**src/rtl/ttcb_pkg.sv**
```systemverilog
// shared constants, command type and helper functions for the terminal cell buffer
package ttcb_pkg;

	// grid geometry
	localparam int MAX_COLUMNS = 64;
	localparam int MAX_ROWS    = 32;

	localparam int COL_W  = (MAX_COLUMNS > 1) ? $clog2(MAX_COLUMNS) : 1;
	localparam int ROW_W  = (MAX_ROWS > 1) ? $clog2(MAX_ROWS) : 1;
	localparam int NCOL_W = $clog2(MAX_COLUMNS + 1);
	localparam int NROW_W = $clog2(MAX_ROWS + 1);
	localparam int CUR_COL_W = NCOL_W;

	// field widths
	localparam int ACTION_W   = 2;
	localparam int BYTE_W     = 8;
	localparam int RROW_W     = 5;
	localparam int RCOL_W     = 6;
	localparam int OUT_ROW_W  = 5;
	localparam int OUT_COL_W  = 6;
	localparam int CFG_COL_W  = 7;
	localparam int CFG_ROW_W  = 6;
	localparam int CFG_DATA_W = 7;
	localparam int CFG_IDX_W  = 1;

	// register indexes and reset values
	localparam logic [CFG_IDX_W-1:0] REG_COLUMNS = 1'd0;
	localparam logic [CFG_IDX_W-1:0] REG_ROWS    = 1'd1;
	localparam logic [CFG_COL_W-1:0] COLS_RESET  = 7'd40;
	localparam logic [CFG_ROW_W-1:0] ROWS_RESET  = 6'd14;

	// actions
	localparam logic [ACTION_W-1:0] ACT_PUT   = 2'd0;
	localparam logic [ACTION_W-1:0] ACT_CLEAR = 2'd1;
	localparam logic [ACTION_W-1:0] ACT_READ  = 2'd2;

	// characters
	localparam logic [BYTE_W-1:0] BLANK  = 8'h20;
	localparam logic [BYTE_W-1:0] CH_CR  = 8'h0D;
	localparam logic [BYTE_W-1:0] CH_LF  = 8'h0A;
	localparam logic [BYTE_W-1:0] CH_BS  = 8'h08;
	localparam logic [BYTE_W-1:0] CH_DEL = 8'h7F;
	localparam logic [BYTE_W-1:0] CH_TAB = 8'h09;

	localparam int TAB_STOP  = 4;
	localparam int TAB_CNT_W = $clog2(TAB_STOP + 1);
	localparam int TAB_LOW_W = $clog2(TAB_STOP);

	// classified operations
	localparam int OP_W = 3;
	localparam logic [OP_W-1:0] OP_PRINT = 3'd0;
	localparam logic [OP_W-1:0] OP_CR    = 3'd1;
	localparam logic [OP_W-1:0] OP_LF    = 3'd2;
	localparam logic [OP_W-1:0] OP_BS    = 3'd3;
	localparam logic [OP_W-1:0] OP_TAB   = 3'd4;
	localparam logic [OP_W-1:0] OP_NOP   = 3'd5;
	localparam logic [OP_W-1:0] OP_CLEAR = 3'd6;
	localparam logic [OP_W-1:0] OP_READ  = 3'd7;

	localparam int QUEUE_DEPTH = 2;
	localparam int QPTR_W      = (QUEUE_DEPTH > 1) ? $clog2(QUEUE_DEPTH) : 1;
	localparam int QCNT_W      = $clog2(QUEUE_DEPTH + 1);

	typedef struct packed {
		logic [OP_W-1:0]   op;
		logic [BYTE_W-1:0] ch;
		logic [RROW_W-1:0] rr;
		logic [RCOL_W-1:0] rc;
	} cmd_t;

	function automatic logic [NCOL_W-1:0] cols_eff(input logic [CFG_COL_W-1:0] c);
		logic [NCOL_W-1:0] n;
		if (c == '0) n = NCOL_W'(1);
		else if (int'(c) > MAX_COLUMNS) n = NCOL_W'(MAX_COLUMNS);
		else n = NCOL_W'(c);
		return n;
	endfunction

	function automatic logic [NROW_W-1:0] rows_eff(input logic [CFG_ROW_W-1:0] r);
		logic [NROW_W-1:0] n;
		if (r == '0) n = NROW_W'(1);
		else if (int'(r) > MAX_ROWS) n = NROW_W'(MAX_ROWS);
		else n = NROW_W'(r);
		return n;
	endfunction

endpackage

```
**src/rtl/ttcb_front.sv**
```systemverilog
// input side: accepts items and classifies them into commands for the queue
module ttcb_front (
	input  logic                                in_valid,
	output logic                                in_ready,
	input  logic [ttcb_pkg::ACTION_W-1:0]       action,
	input  logic [ttcb_pkg::BYTE_W-1:0]         byte_in,
	input  logic [ttcb_pkg::RROW_W-1:0]         read_row,
	input  logic [ttcb_pkg::RCOL_W-1:0]         read_col,
	input  logic                                q_full,
	input  logic                                clearing,
	output logic                                push,
	output ttcb_pkg::cmd_t                      cmd
);

	logic [ttcb_pkg::OP_W-1:0] byte_op;

	assign in_ready = !q_full && !clearing;
	assign push     = in_valid && in_ready;

	always_comb begin
		case (byte_in)
			ttcb_pkg::CH_CR:                  byte_op = ttcb_pkg::OP_CR;
			ttcb_pkg::CH_LF:                  byte_op = ttcb_pkg::OP_LF;
			ttcb_pkg::CH_BS, ttcb_pkg::CH_DEL: byte_op = ttcb_pkg::OP_BS;
			ttcb_pkg::CH_TAB:                 byte_op = ttcb_pkg::OP_TAB;
			default: begin
				// remaining control bytes do nothing
				if (byte_in < ttcb_pkg::BLANK) byte_op = ttcb_pkg::OP_NOP;
				else byte_op = ttcb_pkg::OP_PRINT;
			end
		endcase
	end

	always_comb begin
		cmd.ch = byte_in;
		cmd.rr = read_row;
		cmd.rc = read_col;
		case (action)
			ttcb_pkg::ACT_PUT:   cmd.op = byte_op;
			ttcb_pkg::ACT_CLEAR: cmd.op = ttcb_pkg::OP_CLEAR;
			ttcb_pkg::ACT_READ:  cmd.op = ttcb_pkg::OP_READ;
			default:             cmd.op = ttcb_pkg::OP_NOP;
		endcase
	end

endmodule

```
**config.mk**
```make
export PLATFORM = sky130hd
export DESIGN_NAME = ttcb_front
export DESIGN_NICKNAME = d
export VERILOG_FILES = /design/src/rtl/ttcb_pkg.sv /design/src/rtl/ttcb_front.sv
export SDC_FILE = /design/constraint.sdc
export NUM_CORES = 1
export LEC_CHECK = 0
export ABC_AREA = 1
export BUFFER_PORTS_ARGS = -buffer_cell sky130_fd_sc_hd__buf_2
export CAP_MARGIN = 0
export CORE_AREA = 8 8 45 47
export DETAILED_ROUTE_END_ITERATION = 10
export DIE_AREA = 0 0 53 55
export PLACE_DENSITY = 0.78
export SLEW_MARGIN = 15
export SYNTH_ARGS = -nofsm -noshare
export SYNTH_HDL_FRONTEND = slang
export SYNTH_SLANG_ARGS = --single-unit
```
**constraint.sdc**
```tcl
create_clock -name vclk -period 0.8
set_input_delay 0.04 -clock vclk [all_inputs]
set_output_delay 0.04 -clock vclk [all_outputs]
set_load 0.01 [all_outputs]
```
==> results.md <==
- Outcome: complete, but fails checks
- Failing checks: setup timing
- Syn avg cell area: 5.40 sq um
- Core area: 1380 sq um
- Drt drc: 0
- Initial antenna violation count: 0
- Sequential cells: 0
- NumNets Final: 110
- P per Cell Area: 477 nW/um^2
- Via count: 410
- Ys Warns: 0
- RSZ-0062 raised after global routing: yes
- Placed cells: 98
- Buffers on Ports: 26
- Slew headroom: 89.6%
- Max VDD drop: 227 uV
- DR WL/cell: 9.82 microns
- Top-Level Pins: 48
- Mux cell area share after synthesis: 0%
- Worst Hold End: cmd[3]
- Detail Route Antenna Nets: 0
- Drt first pass iters: 2
- Max-cap violations: 0
- Met2 Wirelength: 469 microns
- Final hold viol count: 0
- First-pass GRT wire length: 1.45 mm
- Fin cells: 98
- Layout cells sized above 1: 48.8%
- Main combinational cell family by area after synthesis: buffers and inverters
- Yosys top cell by area: buf_4
- Area grow syn2layout: 28.9%
- Routed WL: 962 microns
- Final slew viol count: 0
- Post-synthesis xor/xnor area fraction: 0%
- Post-Syn Nets: 98
- Crit share post-route: 110%
- FF/Latch Area: 0 sq um
- Die height: 55 microns
- Site Rows: 14
- Crit Path Category: input pin to output pin
- Sequential-to-total area share from yosys stat: 0%
- Synth area leaders: buf_4 37%, nand2_1 16%, nor2_1 12%
- Post-route worst setup slack: -0.0821 ns
- # hold bufs at CTS: 0
- Final setup fails: 3
- Worst Hold Path Cells: 0
- Initial Util: 28.1%
- Vias per std cell: 4.18
- Die Wd: 53 microns
- Startpoint types: input pin
- Met1 WL: 361 microns
- Fin util: 36.3%
- GRT Total Usage: 5.89%
- Worst Hold Class: input pin to output pin
- Top-area cell type share of the netlist area: 36.7%
- Final min period: 0.882 ns
- Yosys cell types: 11
- Mapped Area: 389 sq um
- Top Metal Used: met4
- GP Congestion: 0.705
- CLK BUF: 0
- Hold wc startpoint: read_col[3]
- Critical Path AT: 0.84 ns
- Post-Synth Adder-Cell Area: 6.43%
- Met3 Wirelength: 128 microns
- Number of diodes: 0
- Post-synth top cells: 19 x buf_4, 17 x nand2_1, 12 x nor2_1
- Most numerous cell in the Yosys netlist: buf_4
- Post-Synth Simple-Gate Area: 44.7%
- Worst-margin pin slew: 0.156 ns
- Final HPWL DP: 842 microns
- DR iter-0 viols: 3
- CP Capture Type: output pin
- Synthesized netlist cell count: 72
- Maximum operating frequency: 1130 MHz
- Total grt overflow: 0
- Post-synthesis compound-gate area fraction: 2.57%
- Maximum fanout along the worst path: 3
- Vias in the first global route: 379
- Total Die Area: 2920 sq um
- Leakage: 0.000281 uW
- Largest net degree at the start of global routing: 6
- # Post-CTS Setup Buffers: 0
- CP required: 0.76 ns
-- area by class of cell --
type,count,area [sq um]
tap,16,20.0
multi-input combinational,43,240
timing repair buffer,29,201
fill,160,882
inverter,10,40.0
-- critical path: stages --
cell	delay, ns
buf_8	0.10
nor2_4	0.11
nand2_2	0.09
nor2_2	0.12
nor2_1	0.05
nor2_1	0.08
nand3_1	0.07
nand2_1	0.06
buf_2	0.12
-- power breakdown --
group / switching (uW) / total (uW) / internal (uW)
Sequential: 0 / 0 / 0
Clock: 0 / 0 / 0
Combinational: 119 / 239 / 120
-- cell families after synthesis --
family	after synthesis
buffers and inverters	29
AOI/OAI and AO/OA	2
adders and majority gates	2
and+or+nand+nor	39
-- stage by stage --
stage | setup TNS [ns] | setup WS (ns) | hold WS (ns) | power, uW | area, sq um
2_1_floorplan | 0 | 0.122 | 0.123 | 174 | 389
3_3_place_gp | -0.360 | -0.124 | 0.0801 | 193 | 419
3_5_place_dp | -0.409 | -0.153 | 0.0801 | 197 | 419
4_1_cts | -0.244 | -0.0862 | 0.0801 | 234 | 483
5_1_grt | -0.511 | -0.187 | 0.0800 | 267 | 502
6_report | -0.238 | -0.0821 | 0.0800 | 239 | 502
-- how the worst max path moves through the flow --
stage / start / to / slack, ns
after global placement: byte_in[5] / cmd[19] / -0.12
after detailed placement: byte_in[5] / cmd[19] / -0.15
after floorplan: byte_in[5] / cmd[20] / 0.12
after CTS: byte_in[6] / cmd[21] / -0.09
final: byte_in[7] / cmd[19] / -0.08
after global routing: byte_in[7] / cmd[19] / -0.19
-- cells in the final DEF, fill, tap and decap left out --
master   count
a21oi_1      1
a21oi_2      1
buf_2       20
buf_4        3
buf_6        3
buf_8        3
ha_1         2
inv_1        7
inv_2        2
inv_4        1
nand2_1     16
nand2_2      1
nand3_1      4
nand4_1      1
nand4_2      1
nor2_1      10
nor2_2       1
nor2_4       4
nor3b_1      1
-- per-layer routing --
metal | vias up | GRT usage, %
li1 | 222 | -
met4 | 0 | 0.862
met1 | 170 | 6.79
met5 | - | 0
met3 | 2 | 1.60
met2 | 16 | 10.7
-- what timing repair did --
action                                  4_1_cts  5_1_grt
pin swaps                                    16        7
endpoints found under the setup margin        3        3
gates resized for setup                      21        5
(Power assumes the default switching activity.)
