## config.mk

```make
export PLATFORM = sky130hd
export DESIGN_NAME = ttcb_queue
export DESIGN_NICKNAME = d
export VERILOG_FILES = /design/src/rtl/ttcb_pkg.sv /design/src/rtl/ttcb_queue.sv
export SDC_FILE = /design/constraint.sdc
export NUM_CORES = 1
export LEC_CHECK = 0
export CAP_MARGIN = 10
export CORE_ASPECT_RATIO = 1.25
export CORE_UTILIZATION = 60
export CTS_BUF_LIST = sky130_fd_sc_hd__clkbuf_16
export DETAILED_ROUTE_END_ITERATION = 10
export DONT_BUFFER_PORTS = 1
export PLACE_DENSITY = 0.76
export SYNTH_ARGS = -nofsm -noshare
export SYNTH_HDL_FRONTEND = slang
export SYNTH_SLANG_ARGS = --single-unit
export TNS_END_PERCENT = 20
```

## constraint.sdc

```tcl
create_clock -name clk -period 2.5 [get_ports clk]
set_clock_uncertainty 0.2 [all_clocks]
set_input_delay 0.25 -clock clk [delete_from_list [all_inputs] [get_ports clk]]
set_output_delay 0.25 -clock clk [all_outputs]
set_load 0.02 [all_outputs]
```

## src/rtl/ttcb_pkg.sv

```systemverilog
// shared constants, command type and helper functions for the terminal cell buffer
package ttcb_pkg;

	// grid geometry
	localparam int MAX_COLUMNS = 64;
	localparam int MAX_ROWS    = 32;

	localparam int COL_W  = (MAX_COLUMNS > 1) ? $clog2(MAX_COLUMNS) : 1;
	localparam int ROW_W  = (MAX_ROWS > 1) ? $clog2(MAX_ROWS) : 1;
	localparam int NCOL_W = $clog2(MAX_COLUMNS + 1);
	localparam int NROW_W = $clog2(MAX_ROWS + 1);
	localparam int CUR_COL_W = NCOL_W;

	// field widths
	localparam int ACTION_W   = 2;
	localparam int BYTE_W     = 8;
	localparam int RROW_W     = 5;
	localparam int RCOL_W     = 6;
	localparam int OUT_ROW_W  = 5;
	localparam int OUT_COL_W  = 6;
	localparam int CFG_COL_W  = 7;
	localparam int CFG_ROW_W  = 6;
	localparam int CFG_DATA_W = 7;
	localparam int CFG_IDX_W  = 1;

	// register indexes and reset values
	localparam logic [CFG_IDX_W-1:0] REG_COLUMNS = 1'd0;
	localparam logic [CFG_IDX_W-1:0] REG_ROWS    = 1'd1;
	localparam logic [CFG_COL_W-1:0] COLS_RESET  = 7'd40;
	localparam logic [CFG_ROW_W-1:0] ROWS_RESET  = 6'd14;

	// actions
	localparam logic [ACTION_W-1:0] ACT_PUT   = 2'd0;
	localparam logic [ACTION_W-1:0] ACT_CLEAR = 2'd1;
	localparam logic [ACTION_W-1:0] ACT_READ  = 2'd2;

	// characters
	localparam logic [BYTE_W-1:0] BLANK  = 8'h20;
	localparam logic [BYTE_W-1:0] CH_CR  = 8'h0D;
	localparam logic [BYTE_W-1:0] CH_LF  = 8'h0A;
	localparam logic [BYTE_W-1:0] CH_BS  = 8'h08;
	localparam logic [BYTE_W-1:0] CH_DEL = 8'h7F;
	localparam logic [BYTE_W-1:0] CH_TAB = 8'h09;

	localparam int TAB_STOP  = 4;
	localparam int TAB_CNT_W = $clog2(TAB_STOP + 1);
	localparam int TAB_LOW_W = $clog2(TAB_STOP);

	// classified operations
	localparam int OP_W = 3;
	localparam logic [OP_W-1:0] OP_PRINT = 3'd0;
	localparam logic [OP_W-1:0] OP_CR    = 3'd1;
	localparam logic [OP_W-1:0] OP_LF    = 3'd2;
	localparam logic [OP_W-1:0] OP_BS    = 3'd3;
	localparam logic [OP_W-1:0] OP_TAB   = 3'd4;
	localparam logic [OP_W-1:0] OP_NOP   = 3'd5;
	localparam logic [OP_W-1:0] OP_CLEAR = 3'd6;
	localparam logic [OP_W-1:0] OP_READ  = 3'd7;

	localparam int QUEUE_DEPTH = 2;
	localparam int QPTR_W      = (QUEUE_DEPTH > 1) ? $clog2(QUEUE_DEPTH) : 1;
	localparam int QCNT_W      = $clog2(QUEUE_DEPTH + 1);

	typedef struct packed {
		logic [OP_W-1:0]   op;
		logic [BYTE_W-1:0] ch;
		logic [RROW_W-1:0] rr;
		logic [RCOL_W-1:0] rc;
	} cmd_t;

	function automatic logic [NCOL_W-1:0] cols_eff(input logic [CFG_COL_W-1:0] c);
		logic [NCOL_W-1:0] n;
		if (c == '0) n = NCOL_W'(1);
		else if (int'(c) > MAX_COLUMNS) n = NCOL_W'(MAX_COLUMNS);
		else n = NCOL_W'(c);
		return n;
	endfunction

	function automatic logic [NROW_W-1:0] rows_eff(input logic [CFG_ROW_W-1:0] r);
		logic [NROW_W-1:0] n;
		if (r == '0) n = NROW_W'(1);
		else if (int'(r) > MAX_ROWS) n = NROW_W'(MAX_ROWS);
		else n = NROW_W'(r);
		return n;
	endfunction

endpackage

```

## src/rtl/ttcb_queue.sv

```systemverilog
// short command queue between the classifier and the screen engine
module ttcb_queue (
	input  logic           clk,
	input  logic           arst_n,
	input  logic           push,
	input  ttcb_pkg::cmd_t cmd_in,
	output logic           full,
	input  logic           pop,
	output logic           q_valid,
	output ttcb_pkg::cmd_t head
);

	ttcb_pkg::cmd_t                entry_q [ttcb_pkg::QUEUE_DEPTH];
	logic [ttcb_pkg::QPTR_W-1:0]   wr_ptr_q;
	logic [ttcb_pkg::QPTR_W-1:0]   rd_ptr_q;
	logic [ttcb_pkg::QCNT_W-1:0]   count_q;

	assign full    = (count_q == ttcb_pkg::QCNT_W'(ttcb_pkg::QUEUE_DEPTH));
	assign q_valid = (count_q != '0);
	assign head    = entry_q[rd_ptr_q];

	always_ff @(posedge clk) begin
		if (push) entry_q[wr_ptr_q] <= cmd_in;
	end

	always_ff @(posedge clk or negedge arst_n) begin
		if (!arst_n) begin
			wr_ptr_q <= '0;
			rd_ptr_q <= '0;
			count_q  <= '0;
		end else begin
			if (push) begin
				if (wr_ptr_q == ttcb_pkg::QPTR_W'(ttcb_pkg::QUEUE_DEPTH - 1)) wr_ptr_q <= '0;
				else wr_ptr_q <= wr_ptr_q + 1'b1;
			end
			if (pop) begin
				if (rd_ptr_q == ttcb_pkg::QPTR_W'(ttcb_pkg::QUEUE_DEPTH - 1)) rd_ptr_q <= '0;
				else rd_ptr_q <= rd_ptr_q + 1'b1;
			end
			if (push && !pop) count_q <= count_q + 1'b1;
			else if (pop && !push) count_q <= count_q - 1'b1;
		end
	end

endmodule

```

==> run_results.csv <==
group,metric,value,unit
run_status,status,"complete, no violations",
critical_path,cp_slowest_cell,"dfrtp_1",
pwr,power.density,1130,nW/µm²
logic_synthesis,synth_cells,84,
timing,relSlewSlack,64.3,%
cells_and_area,final_cell_mix,"44 x edfxtp_1, 25 x dlygate4sd3_1, 22 x mux2_2",
route,vias_per_cell,5.65,
clock_tree,clock-sinks,48,
route,ant_nets,0,
grt,grt_overflow,0,
worst_hold_path,hp-class,"in -> async",
floorplanning,die_width,50.7,µm
critical_path,crit_required,2.05,ns
logic_synthesis,syn_avg_cell_area,21.2,µm²
clock_tree,worstSkewPairLatency,0.28,ns
clock_tree,cts_root_buf,"clkbuf_16",
grt,grt_usage,22.4,%
clock_tree,clkTransAtPathRegs,0.06,ns
timing,hold_viol_final,0,
critical_path,path_delay_family,"flip-flops",
route,drcViolationCount,0,
job,cap_violations,0,
route,dr.pass1.iters,3,
cells_and_area,area_growth,24.3,%
cells_and_area,final_cells,152,
cells_and_area,final_cell_area,2210,µm²
floorplanning,die_h,62.9,µm
critical_path,worstReg2RegStart,"wr_ptr_q$_DFFE_PN0P_",
timing,worstMarginPinSlew,0.533,ns
grt,antenna_found_initial,0,
cells_and_area,final_net_count,144,
clock_tree,ctsHoldBuffers,25,
grt,grt_max_degree,16,
critical_path,cp-end-kind,"primary output",
cells_and_area,diodes,0,
placement,dp_hpwl,1.74,mm
critical_path,startpoint_type,"flip-flop",
critical_path,path_cells,"buf_4 > mux2_2",
clock_tree,postCtsResizedCells,0,
floorplanning,initial_utilization,64.5,%
clock_tree,clockBufferDepth,2,
logic_synthesis,synth_warnings,0,
logic_synthesis,synth-seq-area-share,79.8,%
cells_and_area,nFillCells,141,
placement,gp_congestion,0.610,
pwr,total_power,2.50,mW
critical_path,r2r-end,"entry_q[0][5]$_DFFE_PP_",
timing,max_freq,0.488,GHz
placement,place_area,1830,µm²
placement,detailedPlace.worstSlack,0.771,ns
placement,dp_cells,119,
clock_tree,tritoncts,"yes",
pwr,ir_worst_vdd,0.000927,V
critical_path,worstPathMaxFanout,15,
pwr,cellLeakagePower,0.788,nW
cells_and_area,drive_gt1_share,28.0,%
floorplanning,rows,21,
timing,period_share,82.0,%
logic_synthesis,synthesis.nets,111,
critical_path,r2r_slack,0.79,ns
timing,rsz0062_at_grt,"no",
critical_path,cp.arrival,1.60,ns
critical_path,worstSetupPathType,"reg -> out",
critical_path,cpPeakStageDelay,0.57,ns
timing,drv_slew,0,
cells_and_area,layout_commonest_cell,"edfxtp_1",
route,routed_wl,3.24,mm
timing,tns,0,ns
clock_tree,post_cts_buffers,0,
clock_tree,numCtsBuffers,5,
timing,setup_viol,0,
route,vias,859,
critical_path,r2r_cells,2,
grt,grt_pass1_vias,966,
route,drtIter0Drc,25,
timing,setup_ws,0.451,ns
floorplanning,dieArea,3190,µm²
logic_synthesis,ys_seq_elements,48,
placement,portBuffers,0,
grt,grt_pass1_wl,4.84,mm
clock_tree,htreeDepth,2,
route,wl_per_cell,21.3,µm
floorplanning,pin_count,50,
floorplanning,core,2760,µm²
logic_synthesis,syn_area,1780,µm²
logic_synthesis,ys_types,12,
timing,finalCriticalPeriod,2.05,ns
critical_path,cp_num_buf_inv,1,
==> layer usage <==
| layer | share of wire (%) | global-route usage [%] | up-vias | wire, µm |
|---|---|---|---|---|
| li1 | - | - | 382 | - |
| met1 | 36 | 23.2 | 427 | 1160 |
| met2 | 55 | 40.0 | 39 | 1790 |
| met3 | 5.9 | 5.84 | 11 | 191 |
| met4 | 3.1 | 11.8 | 0 | 100 |
| met5 | 0 | 0 | - | 0 |
==> kinds of logic (layout without fill, tap and decap cells) <==
| family | after synthesis | in the layout | synth area share [%] |
|---|---|---|---|
| DFF | 48 | 48 | 79.8 |
| and+or+nand+nor | 5 | 5 | 1.62 |
| adders and majority gates | 1 | 1 | 0.703 |
| muxes | 22 | 22 | 13.9 |
| xor gates and xnor gates | 5 | 5 | 2.46 |
| buffers and inverters | 3 | 37 | 1.48 |
==> stage by stage <==
step | hold WS (ns) | utilization (%)
2_1_floorplan | -0.246 | -
6_report | 0.0495 | 80.2
4_1_cts | 0.0276 | 80.2
5_1_grt | 0.0611 | 80.2
3_5_place_dp | -0.246 | 66.2
3_3_place_gp | -0.245 | 66.2
==> cell type report <==
| cell class | instances | area, µm² | area share, % |
|---|---|---|---|
| flip-flops and latches | 48 | 1420 | 64.2 |
| clock buffers | 5 | 125 | 5.65 |
| well taps | 34 | 42.5 | 1.92 |
| multi-input cells | 33 | 335 | 15.1 |
| repair buffers | 28 | 273 | 12.3 |
| clock inverters | 3 | 12.5 | 0.565 |
| inverters | 1 | 3.75 | 0.170 |
==> cells in the mapped netlist <==
cell | number | area share (%)
edfxtp_1 | 44 | 74
mux2_2 | 22 | 14
dfrtp_1 | 4 | 5.6
xor2_1 | 4 | 2.0
buf_6 | 2 | 1.3
nor2b_1 | 2 | 0.70
and2_1 | 1 | 0.35
ha_1 | 1 | 0.70
inv_1 | 1 | 0.21
nor2_1 | 1 | 0.21
or2_2 | 1 | 0.35
xnor2_1 | 1 | 0.49
==> registers in the layout, summed over array words and instances (netlist names) <==
signal,flops
rd_ptr_q,1
wr_ptr_q,1
entry_q,44
count_q,2
==> how the worst max path moves through the flow <==
stage,depth (start not counted),start,slack (ns),end
6_report,2,rd_ptr_q$_DFFE_PN0P_,0.45,head[2]
5_1_grt,2,rd_ptr_q$_DFFE_PN0P_,0.39,head[20]
3_5_place_dp,2,rd_ptr_q$_DFFE_PN0P_,0.77,head[15]
2_1_floorplan,1,wr_ptr_q$_DFFE_PN0P_,0.49,entry_q[0][0]$_DFFE_PP_
4_1_cts,2,rd_ptr_q$_DFFE_PN0P_,0.46,head[20]
3_3_place_gp,2,wr_ptr_q$_DFFE_PN0P_,0.80,entry_q[0][10]$_DFFE_PP_
==> power by group <==
group          internal [mW]  leakage (nW)  total, mW  switching, mW
Combinational          0.255         0.252      0.706          0.450
Clock                  0.361        0.0762      0.627          0.266
Sequential              1.07         0.460       1.17         0.0920
Total                   1.69         0.788       2.50          0.808
Power figures use the tool's default switching activity.
